`config.mk`:
```
export PLATFORM = sky130hd
export DESIGN_NAME = apf_ram
export DESIGN_NICKNAME = d
export VERILOG_FILES = /design/src/design/apf_ram.sv
export SDC_FILE = /design/constraint.sdc
export NUM_CORES = 1
export LEC_CHECK = 0
export BUFFER_PORTS_ARGS = -buffer_cell sky130_fd_sc_hd__buf_2
export CAP_MARGIN = 10
export CORE_ASPECT_RATIO = 1.75
export CORE_MARGIN = 2
export CORE_UTILIZATION = 62
export DETAILED_ROUTE_END_ITERATION = 16
export GPL_TIMING_DRIVEN = 0
export PLACE_DENSITY = 0.88
export SLEW_MARGIN = 20
export SYNTH_ARGS = -nofsm -noshare
export SYNTH_HDL_FRONTEND = slang
export SYNTH_SLANG_ARGS = --single-unit
```
`constraint.sdc`:
```
create_clock -name i_clk -period 2.9 [get_ports i_clk]
set_clock_uncertainty 0.15 [all_clocks]
set_input_delay 0.58 -clock i_clk [delete_from_list [all_inputs] [get_ports i_clk]]
set_output_delay 0.58 -clock i_clk [all_outputs]
set_load 0.02 [all_outputs]
```
`src/design/apf_ram.sv`:
```
module apf_ram #(
    parameter int WIDTH = 8,
    parameter int DEPTH = 64
) (
    input  logic                     i_clk,
    input  logic                     i_we,
    input  logic [$clog2(DEPTH)-1:0] i_waddr,
    input  logic [WIDTH-1:0]         i_wdata,
    input  logic [$clog2(DEPTH)-1:0] i_raddr,
    output logic [WIDTH-1:0]         o_rdata
);

    logic [WIDTH-1:0] r_mem [DEPTH];
    logic [WIDTH-1:0] r_rdata;

    // One write port, one registered read port
    always_ff @(posedge i_clk) begin
        if (i_we) begin
            r_mem[i_waddr] <= i_wdata;
        end
        r_rdata <= r_mem[i_raddr];
    end

    assign o_rdata = r_rdata;

endmodule
```
# --- After elaboration in Yosys (flattened, before gate mapping) ---
# Memories as Yosys holds them, arrays and structs flattened. A register that Yosys moved wholly into a read port is not among the register bits.
# Cells that the tools add are included.
classes:
  n_mux: 2
op_table:
  columns: ["op", "count"]
  rows:
  - ["$mux W1", 2]
totals:
  regBits: 0
  ram_bits: 512
  in_bits: 22
  output_inout_bits: 8
  wordCells: 3
  mem_count: 1
mem_list:
  columns: ["memory", "depth", "width", "read_ports", "rd_clocked_by_memory_dff", "wr", "line", "rtl"]
  rows:
  - ["r_mem", 64, 8, 1, 1, 1, "13", "logic [WIDTH-1:0] r_mem [DEPTH];"]

# --- Longest topological paths before layout ---
logic_depth:
  ltp_word: 2
  mapped_depth: 9
  depth_no_buf: 5

# --- Worst setup path before layout ---
# OpenSTA, ideal clock, no wires.
synth_path:
  kind: "in2reg"
  startpoint: "in i_raddr[1]"
  endpoint: "reg r_rdata[3] (netlist: o_rdata[3]) (read register of r_mem)"
  setup_ns: 0.128
  t_arrival_ns: 2.120
  required_time_ns: 2.622
  slack_ns: 0.502
  path_stages: 7
  n_path_buf: 3
  cell_sequence: "buf_4 -> buf_2 -> buf_2 -> mux4_2 -> mux4_2 -> o21ai_1 -> o41ai_1"
synth_lines:
  columns: ["item", "line", "rtl"]
  rows:
  - ["from (decl)", "9", "input logic [$clog2(DEPTH)-1:0] i_raddr,"]
  - ["to (decl)", "14", "logic [WIDTH-1:0] r_rdata;"]

==> metrics <==
outcome=finished with violations; Primary FF master, synth=edfxtp_1; Overall Global Routing Usage=28.9%; root buffer cell=clkbuf_16; CTS tree=done; Post-Place Setup Slack=-0.450 ns; number of flops mapped to enable cells by yosys=~500; die height=243 um; Port Buffers=21; area grow syn2layout=9.50%; DRT antenna net count=0; DIE AREA=~0.034 mm2; reg2reg start=r_mem[21][6]$_DFFE_PP_; Yosys cell types=40; Async S/R FF share, synth=0%; Sw Pwr=3.14 mW; worst rel slew slack=23.3%; Seq/Total Area, Yosys=77.0%; worst-skew pair later-pin latency=about 0.57 ns; layout cells sized above 1=24.5%; Post-Layout Cell Count=1437; Final Worst Setup Slack=-0.0171 ns; Yosys top cell area share=76.2%; largest area contributor in the netlist=edfxtp_1; Hold Path Origin=i_raddr[5]; Yosys warnings=0; Max VDD drop=about 600 uV; Setup-failing EPs final=1; P_leak=between 6 and 7 nW; clock transition at the registers of the reported paths=around 0.07 ns; wire per inst=33.5 um; Initial Utilization=a little over three fifths; Crit Path Class=in2reg; Crit path arrival time=approximately 3.2 ns; Cells after Synth=940; Max Cap Viol=0; internal power=11.5 mW; Die Wd=140 um; core footprint=0.0321 mm2; routed vias/inst=7.11; FF-to-FF path depth=5; Worst Hold End=o_rdata[3]$_DFF_P_; first-pass GRT wire length=69100 um; Avg Inst Size Synth=around 21 um2; period utilisation layout=101%; vias=10.2k; Max Root-Sink Buffers=3; crit-path leading delay family=buffers and inverters; CP max-delay cell=o41ai_1; drt drc=0; Sw Share=21.4%; crit path buf inv count=4; I/O pin cnt=30; crit end category=register; reg2reg end=o_rdata[6]$_DFF_P_; hold depth=2; R2R Setup Slk=roughly 0.62 ns; delay of the slowest critical-path stage=0.64 ns; Sequential Power Share=56.8%; initial drt markers=1607; CTS sink count=520; post-DP HPWL=30400 um; nets=1028; H-tree depth=2; Final Slew Violations=0; Post-Syn Area=0.0202 mm2; commonest non-fill, non-tap cell in the layout=edfxtp_1; largest net degree at the start of global routing=65; gpl congestion=0.986; number of global-route vias before repair=10.5k; Tmin final=2.92 ns; post-synthesis net count=962; clock share of power=37.4%; # rows=87; number of buffers created by CTS=42; number of hold violations in the final report=0; unrepaired setup endpoints after global routing=no; Resized Gates After CTS=0; Hold WC Path Type=in2reg; final WL=48200 um; Pre-Repair DR Iteration Count=6; failing checks=negative setup slack; placed cells=1361; antenna violations before repair=1; commonest non-fill, non-tap cells in the layout=edfxtp_1 (512), mux4_2 (126), nor2_1 (83); Fin Hold WS=0.276 ns; CP cell instances=buf_4 > buf_2 > buf_4 > buf_2 > nand3b_1 > o22ai_1 > o41ai_1; startpoint types=primary input; Max FO, Critical Path=11; main area contributors after synthesis=edfxtp_1 (76%), mux4_2 (14%), nor2_1 (1.5%), mux2i_1 (1.1%), dfxtp_1 (0.79%); hold_buf cts=0; actual slew at the worst max-slew pin=~1.1 ns; FF+latch count, synth=520; fin util=68.8%; pwr dens=around 660 mW/mm2; Worst EP required=3.15 ns; Comb power frac=5.8%; Setup Buffers After CTS=0; fmax=around 340 MHz; GRT Residual Overflow=0
-- Yosys cell counts (4+ instances only) --
cell	instances
nand3_1	13
nand2b_1	7
dfxtp_1	8
a211oi_1	4
o221ai_1	8
nor2_1	83
buf_6	4
clkbuf_1	17
buf_2	11
buf_1	4
mux2i_1	23
mux2_2	13
nor3_1	7
a221oi_1	6
edfxtp_1	512
o22ai_1	8
nor2b_1	14
mux4_2	126
buf_4	13
nand2_1	19
-- sequential cells by signal (all words and copies together), names as in the netlist --
name     flops
r_mem      512
o_rdata      8
-- power groups by stage --
stage               clock network, mW  registers, mW  logic [mW]
finish                           5.48           8.33       0.851
detailed placement                  0           8.50       0.817
floorplan                           0           8.51       0.443
global placement                    0           8.49       0.790
CTS                              5.47           8.33       0.828
global route                     5.71           8.33       0.875
-- worst register-to-register path, delay by kind of cell (launching register included) --
kind	cells	cell delay, ns
multiplexers	2	0.81
AO/OA/AOI/OAI	2	0.52
flip-flops	1	0.39
AND/OR/NAND/NOR	1	0.26
-- final cells by class --
cell class | instances | area (um2)
Sequential cell | 520 | 15500
Fill cell | 1820 | 10000
Multi-Input combinational cell | 369 | 4330
Clock buffer | 52 | 1110
Tap cell | 400 | 500
Buffer | 51 | 317
Clock inverter | 22 | 163
Timing Repair Buffer | 22 | 130
Antenna cell | 1 | 2.50
-- metrics by stage --
step / area, um2 / power (mW) / TNS, ns
2_1_floorplan: 20200 / 8.95 / 0
6_report: 22100 / 14.7 / -0.0171
4_1_cts: 22100 / 14.6 / 0
5_1_grt: 22100 / 14.9 / 0
3_3_place_gp: 20800 / 9.28 / -4.50
3_5_place_dp: 20800 / 9.31 / -15.90
-- worst max path at each step --
stage                              end        from  slack [ns]  depth (start not counted)
floorplan           o_rdata[3]$_DFF_P_  i_raddr[1]        0.50                          7
global placement    o_rdata[7]$_DFF_P_  i_raddr[1]       -0.39                          8
detailed placement  o_rdata[7]$_DFF_P_  i_raddr[1]       -0.45                          8
CTS                 o_rdata[5]$_DFF_P_  i_raddr[1]        0.11                          7
global route        o_rdata[3]$_DFF_P_  i_raddr[1]       0.006                          7
finish              o_rdata[5]$_DFF_P_  i_raddr[1]       -0.02                          7
-- cells by family (layout without fill, tap and decap cells) --
family	count (synthesis)	in the layout	synth area share, %
DFF	520	520	77.0
muxes	162	162	15.9
and+or+nand+nor	153	153	3.39
AOI/OAI and AO/OA	54	54	2.07
buffers and inverters	51	147	1.57
other	0	1	0
-- per-layer routing --
layer	global-route usage [%]	vias to the layer above	share of wire (%)
met5	0	-	0
met4	18.4	0	7.7
met3	5.44	202	8.9
met2	49.0	801	52
met1	34.0	5176	32
li1	-	4031	-
Power figures use the tool's default switching activity.
